`src/hdl/dwma_pkg.sv`:
```
`default_nettype none
package dwma_pkg;

    localparam int SAMPLE_W     = 24;
    localparam int TEMP_WINDOW  = 5;
    localparam int PRESS_WINDOW = 20;

    localparam int TEMP_ADDR_W  = (TEMP_WINDOW > 1) ? $clog2(TEMP_WINDOW) : 1;
    localparam int PRESS_ADDR_W = (PRESS_WINDOW > 1) ? $clog2(PRESS_WINDOW) : 1;
    localparam int SLOT_W       = (TEMP_ADDR_W > PRESS_ADDR_W) ? TEMP_ADDR_W : PRESS_ADDR_W;

    // running sums never exceed window * (2^24 - 1)
    localparam int TEMP_SUM_W   = SAMPLE_W + $clog2(TEMP_WINDOW + 1);
    localparam int PRESS_SUM_W  = SAMPLE_W + $clog2(PRESS_WINDOW + 1);
    localparam int SUM_W        = (TEMP_SUM_W > PRESS_SUM_W) ? TEMP_SUM_W : PRESS_SUM_W;

    // floor(x / w) == (x * ceil(2^k / w)) >> k when x * error < 2^k
    // error stays below w, so k = sum width + clog2(w) is enough
    localparam int TEMP_SHIFT   = TEMP_SUM_W + $clog2(TEMP_WINDOW);
    localparam int PRESS_SHIFT  = PRESS_SUM_W + $clog2(PRESS_WINDOW);
    localparam int RECIP_W      = SUM_W + 1;
    localparam int PROD_W       = SUM_W + RECIP_W;

    localparam logic [RECIP_W-1:0] TEMP_RECIP =
        RECIP_W'(((64'd1 << TEMP_SHIFT) + 64'(TEMP_WINDOW) - 64'd1) / 64'(TEMP_WINDOW));
    localparam logic [RECIP_W-1:0] PRESS_RECIP =
        RECIP_W'(((64'd1 << PRESS_SHIFT) + 64'(PRESS_WINDOW) - 64'd1) / 64'(PRESS_WINDOW));

    localparam logic [TEMP_SUM_W-1:0] TEMP_SUM_MAX =
        TEMP_SUM_W'(TEMP_WINDOW) * TEMP_SUM_W'((64'd1 << SAMPLE_W) - 64'd1);
    localparam logic [PRESS_SUM_W-1:0] PRESS_SUM_MAX =
        PRESS_SUM_W'(PRESS_WINDOW) * PRESS_SUM_W'((64'd1 << SAMPLE_W) - 64'd1);

    typedef logic [SAMPLE_W-1:0] sample_t;

endpackage
`default_nettype wire

```
`src/hdl/dual_window_moving_average.sv`:
```
// dual-window moving average
// input channel s_*: one raw 24-bit sample per transaction, s_mode selects the
// ring (0 temperature, five entries; 1 pressure, twenty entries).
// result channel m_*: exactly one result per input transaction, in order:
// the floor average of the ring just written, the kind echoed in
// m_is_pressure, and m_average_valid set once the last entry of both rings
// holds a nonzero sample.
// m_valid follows the input transaction through four register stages (ring
// read, sum update, reciprocal multiply, output).
// throughput: one transaction per cycle unless m_ready stalls; ring entries
// sit in two synchronous memories, each written back as its transaction
// leaves the read stage; back-to-back samples on one entry are forwarded.
// reset (aresetn low, synchronous) clears sums, slot pointers, per-entry
// valid bits and the pipeline; no clearing pass is needed, entries never
// written read as zero.
// when the receiver stalls each stage holds while the next stage is full, so
// up to four transactions are taken before s_ready drops.
`default_nettype none
module dual_window_moving_average (
    input  wire logic                         aclk,
    input  wire logic                         aresetn,
    input  wire logic                         s_valid,
    output logic                              s_ready,
    input  wire logic                         s_mode,
    input  wire logic [dwma_pkg::SAMPLE_W-1:0] s_raw_sample,
    output logic                              m_valid,
    input  wire logic                         m_ready,
    output logic                              m_average_valid,
    output logic [dwma_pkg::SAMPLE_W-1:0]     m_average_value,
    output logic                              m_is_pressure
);

    // ring memories
    dwma_pkg::sample_t temp_mem  [dwma_pkg::TEMP_WINDOW];
    dwma_pkg::sample_t press_mem [dwma_pkg::PRESS_WINDOW];

    logic [dwma_pkg::TEMP_WINDOW-1:0]  temp_vld_reg;
    logic [dwma_pkg::PRESS_WINDOW-1:0] press_vld_reg;

    logic [dwma_pkg::TEMP_ADDR_W-1:0]  temp_slot_reg, temp_slot_next;
    logic [dwma_pkg::PRESS_ADDR_W-1:0] press_slot_reg, press_slot_next;

    logic [dwma_pkg::TEMP_SUM_W-1:0]   temp_total_reg, temp_total_next;
    logic [dwma_pkg::PRESS_SUM_W-1:0]  press_total_reg, press_total_next;
    logic                              temp_last_reg, temp_last_next;
    logic                              press_last_reg, press_last_next;

    // stage 1: read data back
    logic                              v1_reg;
    logic                              mode1_reg;
    logic [dwma_pkg::SLOT_W-1:0]       addr1_reg;
    dwma_pkg::sample_t                 sample1_reg;
    dwma_pkg::sample_t                 temp_rd_reg;
    dwma_pkg::sample_t                 press_rd_reg;
    logic                              ent_vld1_reg;
    logic                              fwd1_reg;
    dwma_pkg::sample_t                 fwd_data1_reg;

    // stage 2: updated sum
    logic                              v2_reg;
    logic                              mode2_reg;
    logic                              avgv2_reg;
    logic [dwma_pkg::SUM_W-1:0]        op2_reg;

    // stage 3: product
    logic                              v3_reg;
    logic                              mode3_reg;
    logic                              avgv3_reg;
    logic [dwma_pkg::PROD_W-1:0]       prod3_reg;

    // output register
    logic                              vo_reg;
    logic                              avgv_o_reg;
    dwma_pkg::sample_t                 avg_o_reg;
    logic                              mode_o_reg;

    logic free_o, free3, free2, free1;
    logic s_fire, s1_fire;
    logic [dwma_pkg::SLOT_W-1:0] s_addr;
    dwma_pkg::sample_t old_sample;
    logic [dwma_pkg::PROD_W-1:0] temp_quot, press_quot;

    assign free_o  = !vo_reg || m_ready;
    assign free3   = !v3_reg || free_o;
    assign free2   = !v2_reg || free3;
    assign free1   = !v1_reg || free2;
    assign s_ready = free1;
    assign s_fire  = s_valid && free1;
    assign s1_fire = v1_reg && free2;

    assign s_addr = s_mode ? dwma_pkg::SLOT_W'(press_slot_reg)
                           : dwma_pkg::SLOT_W'(temp_slot_reg);

    always_comb begin
        temp_slot_next  = temp_slot_reg;
        press_slot_next = press_slot_reg;
        if (s_fire && !s_mode) begin
            if (temp_slot_reg == dwma_pkg::TEMP_ADDR_W'(dwma_pkg::TEMP_WINDOW - 1)) begin
                temp_slot_next = '0;
            end else begin
                temp_slot_next = temp_slot_reg + 1'b1;
            end
        end
        if (s_fire && s_mode) begin
            if (press_slot_reg == dwma_pkg::PRESS_ADDR_W'(dwma_pkg::PRESS_WINDOW - 1)) begin
                press_slot_next = '0;
            end else begin
                press_slot_next = press_slot_reg + 1'b1;
            end
        end
    end

    // oldest entry: forwarded write, stored value, or zero if never written
    always_comb begin
        if (fwd1_reg) begin
            old_sample = fwd_data1_reg;
        end else if (ent_vld1_reg) begin
            old_sample = mode1_reg ? press_rd_reg : temp_rd_reg;
        end else begin
            old_sample = '0;
        end
    end

    always_comb begin
        temp_total_next  = temp_total_reg;
        press_total_next = press_total_reg;
        temp_last_next   = temp_last_reg;
        press_last_next  = press_last_reg;
        if (s1_fire && !mode1_reg) begin
            temp_total_next = temp_total_reg - dwma_pkg::TEMP_SUM_W'(old_sample)
                            + dwma_pkg::TEMP_SUM_W'(sample1_reg);
            if (addr1_reg == dwma_pkg::SLOT_W'(dwma_pkg::TEMP_WINDOW - 1)) begin
                temp_last_next = (sample1_reg != '0);
            end
        end
        if (s1_fire && mode1_reg) begin
            press_total_next = press_total_reg - dwma_pkg::PRESS_SUM_W'(old_sample)
                             + dwma_pkg::PRESS_SUM_W'(sample1_reg);
            if (addr1_reg == dwma_pkg::SLOT_W'(dwma_pkg::PRESS_WINDOW - 1)) begin
                press_last_next = (sample1_reg != '0);
            end
        end
    end

    // memory read and write-back
    always_ff @(posedge aclk) begin
        if (free1) begin
            temp_rd_reg  <= temp_mem[temp_slot_reg];
            press_rd_reg <= press_mem[press_slot_reg];
        end
        if (s1_fire && !mode1_reg) begin
            temp_mem[addr1_reg[dwma_pkg::TEMP_ADDR_W-1:0]] <= sample1_reg;
        end
        if (s1_fire && mode1_reg) begin
            press_mem[addr1_reg[dwma_pkg::PRESS_ADDR_W-1:0]] <= sample1_reg;
        end
    end

    // control state
    always_ff @(posedge aclk) begin
        if (!aresetn) begin
            temp_vld_reg    <= '0;
            press_vld_reg   <= '0;
            temp_slot_reg   <= '0;
            press_slot_reg  <= '0;
            temp_total_reg  <= '0;
            press_total_reg <= '0;
            temp_last_reg   <= 1'b0;
            press_last_reg  <= 1'b0;
            v1_reg          <= 1'b0;
            v2_reg          <= 1'b0;
            v3_reg          <= 1'b0;
            vo_reg          <= 1'b0;
            fwd1_reg        <= 1'b0;
        end else begin
            temp_slot_reg   <= temp_slot_next;
            press_slot_reg  <= press_slot_next;
            temp_total_reg  <= temp_total_next;
            press_total_reg <= press_total_next;
            temp_last_reg   <= temp_last_next;
            press_last_reg  <= press_last_next;
            if (s1_fire && !mode1_reg) begin
                temp_vld_reg[addr1_reg[dwma_pkg::TEMP_ADDR_W-1:0]] <= 1'b1;
            end
            if (s1_fire && mode1_reg) begin
                press_vld_reg[addr1_reg[dwma_pkg::PRESS_ADDR_W-1:0]] <= 1'b1;
            end
            if (free1) begin
                v1_reg   <= s_valid;
                // same entry written this cycle: memory still returns the old word
                fwd1_reg <= s_valid && s1_fire && (mode1_reg == s_mode)
                            && (addr1_reg == s_addr);
            end
            if (free2) begin
                v2_reg <= s1_fire;
            end
            if (free3) begin
                v3_reg <= v2_reg;
            end
            if (free_o) begin
                vo_reg <= v3_reg;
            end
        end
    end

    assign temp_quot  = prod3_reg >> dwma_pkg::TEMP_SHIFT;
    assign press_quot = prod3_reg >> dwma_pkg::PRESS_SHIFT;

    // payload
    always_ff @(posedge aclk) begin
        if (free1) begin
            mode1_reg     <= s_mode;
            addr1_reg     <= s_addr;
            sample1_reg   <= s_raw_sample;
            ent_vld1_reg  <= s_mode ? press_vld_reg[press_slot_reg]
                                    : temp_vld_reg[temp_slot_reg];
            fwd_data1_reg <= sample1_reg;
        end
        if (free2) begin
            mode2_reg <= mode1_reg;
            avgv2_reg <= temp_last_next && press_last_next;
            op2_reg   <= mode1_reg ? dwma_pkg::SUM_W'(press_total_next)
                                   : dwma_pkg::SUM_W'(temp_total_next);
        end
        if (free3) begin
            mode3_reg <= mode2_reg;
            avgv3_reg <= avgv2_reg;
            prod3_reg <= dwma_pkg::PROD_W'(op2_reg)
                       * dwma_pkg::PROD_W'(mode2_reg ? dwma_pkg::PRESS_RECIP
                                                     : dwma_pkg::TEMP_RECIP);
        end
        if (free_o) begin
            mode_o_reg <= mode3_reg;
            avgv_o_reg <= avgv3_reg;
            avg_o_reg  <= mode3_reg ? press_quot[dwma_pkg::SAMPLE_W-1:0]
                                    : temp_quot[dwma_pkg::SAMPLE_W-1:0];
        end
    end

    assign m_valid         = vo_reg;
    assign m_average_valid = avgv_o_reg;
    assign m_average_value = avg_o_reg;
    assign m_is_pressure   = mode_o_reg;

    a_temp_slot_range: assert property (@(posedge aclk) disable iff (!aresetn)
        temp_slot_reg <= dwma_pkg::TEMP_ADDR_W'(dwma_pkg::TEMP_WINDOW - 1))
        else $error("temperature slot out of range");

    a_press_slot_range: assert property (@(posedge aclk) disable iff (!aresetn)
        press_slot_reg <= dwma_pkg::PRESS_ADDR_W'(dwma_pkg::PRESS_WINDOW - 1))
        else $error("pressure slot out of range");

    a_sum_bound: assert property (@(posedge aclk) disable iff (!aresetn)
        temp_total_reg <= dwma_pkg::TEMP_SUM_MAX && press_total_reg <= dwma_pkg::PRESS_SUM_MAX)
        else $error("running sum beyond window bound");

    a_fwd_needs_stage: assert property (@(posedge aclk) disable iff (!aresetn)
        fwd1_reg |-> v1_reg)
        else $error("forward flag without a transaction in read stage");

    a_ready_when_empty: assert property (@(posedge aclk) disable iff (!aresetn)
        (!v1_reg || (!v2_reg && !v3_reg && !vo_reg)) |-> s_ready)
        else $error("input stalled with room in the pipeline");

endmodule
`default_nettype wire
```
`config.mk`:
```
export PLATFORM = sky130hd
export DESIGN_NAME = dual_window_moving_average
export DESIGN_NICKNAME = d
export VERILOG_FILES = /design/src/hdl/dwma_pkg.sv /design/src/hdl/dual_window_moving_average.sv
export SDC_FILE = /design/constraint.sdc
export NUM_CORES = 2
export LEC_CHECK = 0
export ABC_AREA = 1
export BUFFER_PORTS_ARGS = -buffer_cell sky130_fd_sc_hd__clkbuf_2
export CAP_MARGIN = 5
export CORE_ASPECT_RATIO = 1.75
export CORE_UTILIZATION = 60
export DETAILED_ROUTE_END_ITERATION = 10
export PLACE_DENSITY = 0.76
export SETUP_SLACK_MARGIN = 0.02
export SKIP_LAST_GASP = 1
export SYNTH_ARGS = -nofsm -noshare
export SYNTH_HDL_FRONTEND = slang
export SYNTH_SLANG_ARGS = --single-unit
export TNS_END_PERCENT = 5
```
`constraint.sdc`:
```
create_clock -name aclk -period 7.9 [get_ports aclk]
set_input_delay 0.79 -clock aclk [delete_from_list [all_inputs] [get_ports aclk]]
set_output_delay 0.79 -clock aclk [all_outputs]
set_load 0.1 [all_outputs]
```
Yosys cells after proc, flatten, opt, wreduce, memory -nomap -nowiden
Memories as Yosys holds them, arrays and structs flattened. A register that Yosys moved wholly into a read port is not among the register bits.
Cells that the tools add are included.
{"block": "classes", "mul": 1, "n_mux": 28, "add_sub_neg": 6, "reduce_logical": 23, "n_lt_le_gt_ge": 6, "n_bitwise": 2, "n_eq_ne": 6}
{"op": "two-way mux 24 bit", "count": 4}
{"op": "multiplier 29 x 30 -> 58 bit", "count": 1}
{"op": "two-way mux 27 bit", "count": 2}
{"op": "two-way mux 30 bit", "count": 1}
{"op": "adder 29 x 24 -> 29 bit", "count": 1}
{"op": "two-way mux 29 bit", "count": 1}
{"op": "subtractor 29 x 24 -> 29 bit", "count": 1}
{"op": "adder 27 x 24 -> 27 bit", "count": 1}
{"op": "subtractor 27 x 24 -> 27 bit", "count": 1}
{"op": "nonzero test 24 bit", "count": 1}
{"op": "bitwise OR 20 bit", "count": 1}
{"op": "two-way mux 1 bit", "count": 13}
{"op": "logical AND 1 bit", "count": 12}
{"op": "less-than comparator 5 x 6 -> 1 bit, second input constant", "count": 2}
{"op": "== test 5 bit, second input constant", "count": 2}
{"op": "two-way mux 5 bit", "count": 2}
{"op": "less-than comparator 3 x 4 -> 1 bit, second input constant", "count": 2}
{"op": "logical NOT 1 bit", "count": 6}
{"op": "adder 5 x 1 -> 5 bit, second input constant", "count": 1}
{"op": "binary-select mux 1 bit (select 5 bit)", "count": 1}
{"op": "demux 1 bit (select 5 bit)", "count": 1}
{"op": "== test 5 x 3 -> 1 bit, second input constant", "count": 1}
{"op": "== test 5 bit", "count": 1}
{"op": "greater-or-equal comparator 5 x 1 -> 1 bit, second input constant", "count": 1}
{"op": "9 further kinds", "count": 12}
{"block": "totals", "word_cells": 102, "reg_bits": 268, "mem_count": 2, "inputBits": 29, "ram_bits": 600, "output_inout_bits": 28}
{"memory": "press_mem", "words": 20, "word_bits": 24, "read_ports": 1, "rd_ports_with_merged_regs": 1, "wr": 1, "line_no": "dual_window_moving_average.sv:35", "rtl": "dwma_pkg::sample_t press_mem [dwma_pkg::PRESS_WINDOW];"}
{"memory": "temp_mem", "words": 5, "word_bits": 24, "read_ports": 1, "rd_ports_with_merged_regs": 1, "wr": 1, "line_no": "dual_window_moving_average.sv:34", "rtl": "dwma_pkg::sample_t temp_mem [dwma_pkg::TEMP_WINDOW];"}

Depth between registers and ports, before layout
{"block": "logic_depth", "depth_word": 8, "ltp_mapped": 33, "ltp_nobuf": 33}

Worst setup path after synthesis
OpenSTA, ideal clock, no wires.
{"block": "synth_path", "path_kind": "register to register", "start": "register mode2_reg", "end": "register prod3_reg[46] (netlist bit) (data pin)", "required_time_ns": 7.647, "t_arrival_ns": 6.743, "n_path_buf": 4, "slack_ns": 0.905, "setup_time_ns": 0.253, "stages_incl_launch_ff": 29, "period_less_slack_ns": 6.995, "cell_sequence": "edfxtp_1 -> buf_2 -> buf_2 -> buf_1 -> nand2_1 -> fa_1 -> inv_1 -> fa_1 -> fa_1 -> inv_1 -> fa_1 -> clkbuf_1 -> inv_1 -> fa_1 -> fa_1 -> fa_1 -> inv_1 -> fa_1 -> inv_1 -> ha_1 -> nand2_1 -> nor2_1 -> inv_1 -> nor2_1 -> inv_1 -> nor4_1 -> nand2_1 -> nand4_1 -> nand2_1"}
{"block": "synth_via", "elab_chain_cells": 2}
{"item": "start: declaration", "line_no": "dual_window_moving_average.sv:61", "rtl": "logic mode2_reg;"}
{"item": "start signal: assignment", "line_no": "dual_window_moving_average.sv:220", "rtl": "mode2_reg <= mode1_reg;"}
{"item": "two-way mux 30 bit", "line_no": "dual_window_moving_average.sv:229", "rtl": "* dwma_pkg::PROD_W'(mode2_reg ? dwma_pkg::PRESS_RECIP"}
{"item": "multiplier 29 x 30 -> 58 bit", "line_no": "dual_window_moving_average.sv:229"}
{"item": "end signal: assignment", "line_no": "dual_window_moving_average.sv:228", "rtl": "prod3_reg <= dwma_pkg::PROD_W'(op2_reg)"}
{"item": "end: declaration", "line_no": "dual_window_moving_average.sv:69", "rtl": "logic [dwma_pkg::PROD_W-1:0] prod3_reg;"}
No other way between the ends.
A chain may end at the register's enable or synchronous reset.

Final worst setup path
{"block": "layout_path", "start": "register mode2_reg", "end": "register prod3_reg[53] (netlist bit) (data pin)"}
The elaborated chain is that of the path after synthesis.

==> flow_metrics.tcl <==
set metrics [dict create \
    cts.sinks 886 \
    drc_errors 0 \
    antenna_found_initial 5 \
    io_pins 57 \
    crit-reg2reg-launch "mode2_reg" \
    core_region_area_um2 91600 \
    yosys-top-cells-count "inv_1, nand2_1, edfxtp_1" \
    cp-startpoint "mode2_reg" \
    synthArstFlopShare_pct 0 \
    yosysTopAreaCellShare_pct 42.8 \
    dp_slack_ps 149 \
    synth_edf_count 790 \
    syn-instance-count 5661 \
    die_w_um 232 \
    clk_latency_ps 680 \
    crit_path_top_delay_cell "fa_1" \
    setup_violations 0 \
    worst_pin_slew_ps 1490 \
    syn_nets 6407 \
    die_area_um2 93700 \
    io_buffers 56 \
    viasPerCell 5.86 \
    start_util_pct 60.5 \
    hp-class "in -> reg" \
    critical_path_arrival_ps 8080 \
    hold_end "sample1_reg[21]" \
    dr_total_vias 41000 \
    start_kind "register" \
    slowest_delay_ps 640 \
    synth_area_um2 55400 \
    totalWireLength_um 170000 \
    path_buf_inv 7 \
    rsz0062_at_grt "true" \
    fillers 7242 \
    syn_avg_cell_area_um2 9.79 \
    period_minus_slack_ps 7670 \
    ys_seq_area_share_pct 46.3 \
    ys_types 54 \
    ys_top_cells_by_area "edfxtp_1, fa_1, ha_1" \
    crit_fanout 9 \
    grt_pass1_vias 42300 \
    slew_violations 1 \
    cts_root_buffer "clkbuf_16" \
    reg2regPathDepth 26 \
    setup_ws_ps 231 \
    violations "max-capacitance violations, max-slew violations" \
    slew_headroom_pct -0.717 \
    critical-path-top-delay-family "adder cells" \
    critPathCaptureType "register" \
    path_class "reg -> reg" \
    wl_per_cell_um 24.4 \
    gp_congestion 1.08 \
    h-tree-depth 3 \
    tritoncts "done" \
    ys_seq_elements 886 \
    die_h_um 404 \
    synth_top_area_cell "edfxtp_1" \
    ant_nets 0 \
    cts_buffer_depth 3 \
    grt_max_degree 92 \
    area_growth_pct 8.44 \
    yosysMostFrequentCell "inv_1" \
    finClkSkew_ps 28.7 \
    cp.required_ps 8310 \
    hp-start "s_raw_sample[21]" \
    ys.flop_type "edfxtp_1" \
    first_pass_iters 7 \
    final_hold_viol_count 0 \
    cap_violations 1 \
    status "finished, violations left" \
    globalRouteOverflowTotal 0 \
    r2r_slack_ps 230 \
    critPathMostFrequentCell "fa_1" \
    grt_pass1_wl_um 252000 \
    clk_pin_slew_ps 70 \
    layout.nets 6483 \
    grt_usage_pct 37.3 \
    drtIter0Drc 3457 \
    layout-drive-gt1-share_pct 6.86 \
    min_path_cells 1 \
    min_period_over_period_pct 97.1 \
    setup_tns_ps 0 \
    yosys_warnings 0 \
    ctsHoldBuffers 0 \
    cts_buffers 78 \
    reg2reg_to "prod3_reg[53]" \
    timing.fmax_mhz 130 \
    num_rows 147 \
    hpwlAfterDp_um 127000 \
    largest_reg_flops 480 \
    holdWs_ps 284 \
]
[worst register-to-register path: stages, from the launching register on]
cell,delay (ps)
edfxtp_1,540
buf_4,250
nor2_1,290
inv_1,130
fa_1,600
inv_1,70
fa_1,510
xor2_1,170
ha_1,210
a21o_1,200
fa_1,640
inv_1,90
fa_1,500
inv_1,60
fa_1,490
fa_1,500
inv_1,50
fa_1,490
inv_1,40
ha_1,320
nand2_1,110
nor2_1,290
nand2_1,170
nor3_1,380
nand3_1,160
nand3_1,110
nand2_1,60
[layout make-up]
cell class,instances,area [um^2],share of cell area (%)
diodes,2,5.00,0.00833
clock inverters,44,499,0.830
flip-flops and latches,886,25700,42.7
multi-input cells,3595,25300,42.1
inverters,992,3740,6.22
repair buffers,184,1270,2.12
well taps,1192,1490,2.48
clock buffers,100,2130,3.54
[stage by stage]
stage               cells  utilization (%)  instance area (um^2)
floorplan            5661                -                 55400
global placement     6844             62.7                 57400
detailed placement   6844             62.7                 57400
CTS                  6988             65.5                 60000
global route         6993             65.6                 60100
finish               6995             65.6                 60100
[placed cells by master (no fill, tap or decap), drive strengths merged]
cell type,synthesis,routed
inv,991,999
nand2,849,849
edfxtp,790,790
nor2,779,779
o21ai,486,486
fa,364,364
ha,353,353
nand3,173,173
a21oi,168,168
clkbuf,112,157
o22ai,130,130
buf,76,127
dfxtp,96,96
a22o,46,46
nand4,38,38
xor2,34,34
clkinv,1,30
nor3,29,29
a31oi,26,26
o21bai,22,22
xnor2,21,21
a21o,18,18
or2,15,15
mux2i,10,10
nor4,9,9
o21a,7,7
bufinv,0,5
o211ai,4,4
and2,3,3
nand3b,3,3
diode,0,2
clkinvlp,0,2
a21boi,2,2
nor3b,2,2
o32ai,1,1
and3,1,1
a41oi,1,1
a211oi,1,1
[cells by family (layout without fill, tap and decap cells)]
group / after synthesis / count (layout) / share of synthesized area, %
AND/OR/NAND/NOR: 1901 / 1901 / 14.1
XOR/XNOR: 55 / 55 / 0.869
flip-flops: 886 / 886 / 46.3
other: 0 / 2 / 0
multiplexers: 10 / 10 / 0.181
adder cells (fa/ha/maj): 717 / 717 / 21.1
buffers and inverters: 1180 / 1320 / 8.31
AO/OA/AOI/OAI: 912 / 912 / 9.17
[worst max-delay path by stage]
stage / cells past startpoint / end / slack [ps]
after floorplan: 28 / prod3_reg[46] / 900
after global placement: 27 / prod3_reg[48] / 220
after detailed placement: 27 / prod3_reg[48] / 150
after CTS: 29 / prod3_reg[57] / 130
after global routing: 25 / prod3_reg[53] / -40
final: 26 / prod3_reg[53] / 230
[what timing repair did]
action	in CTS	in global routing
setup endpoints to repair	0	28
buffers inserted	0	1
gates resized for setup	0	2
[routing by layer]
metal	GRT usage (%)	vias to the layer above	part of all wire (%)
met4	36.9	10	12
met5	0	-	0.042
met1	33.4	19800	29
li1	-	18700	-
met2	67.6	1774	53
met3	7.52	727	6.5
Power is not shown: default switching activity piles up to over one toggle a cycle in this logic, so the estimate is an artifact.
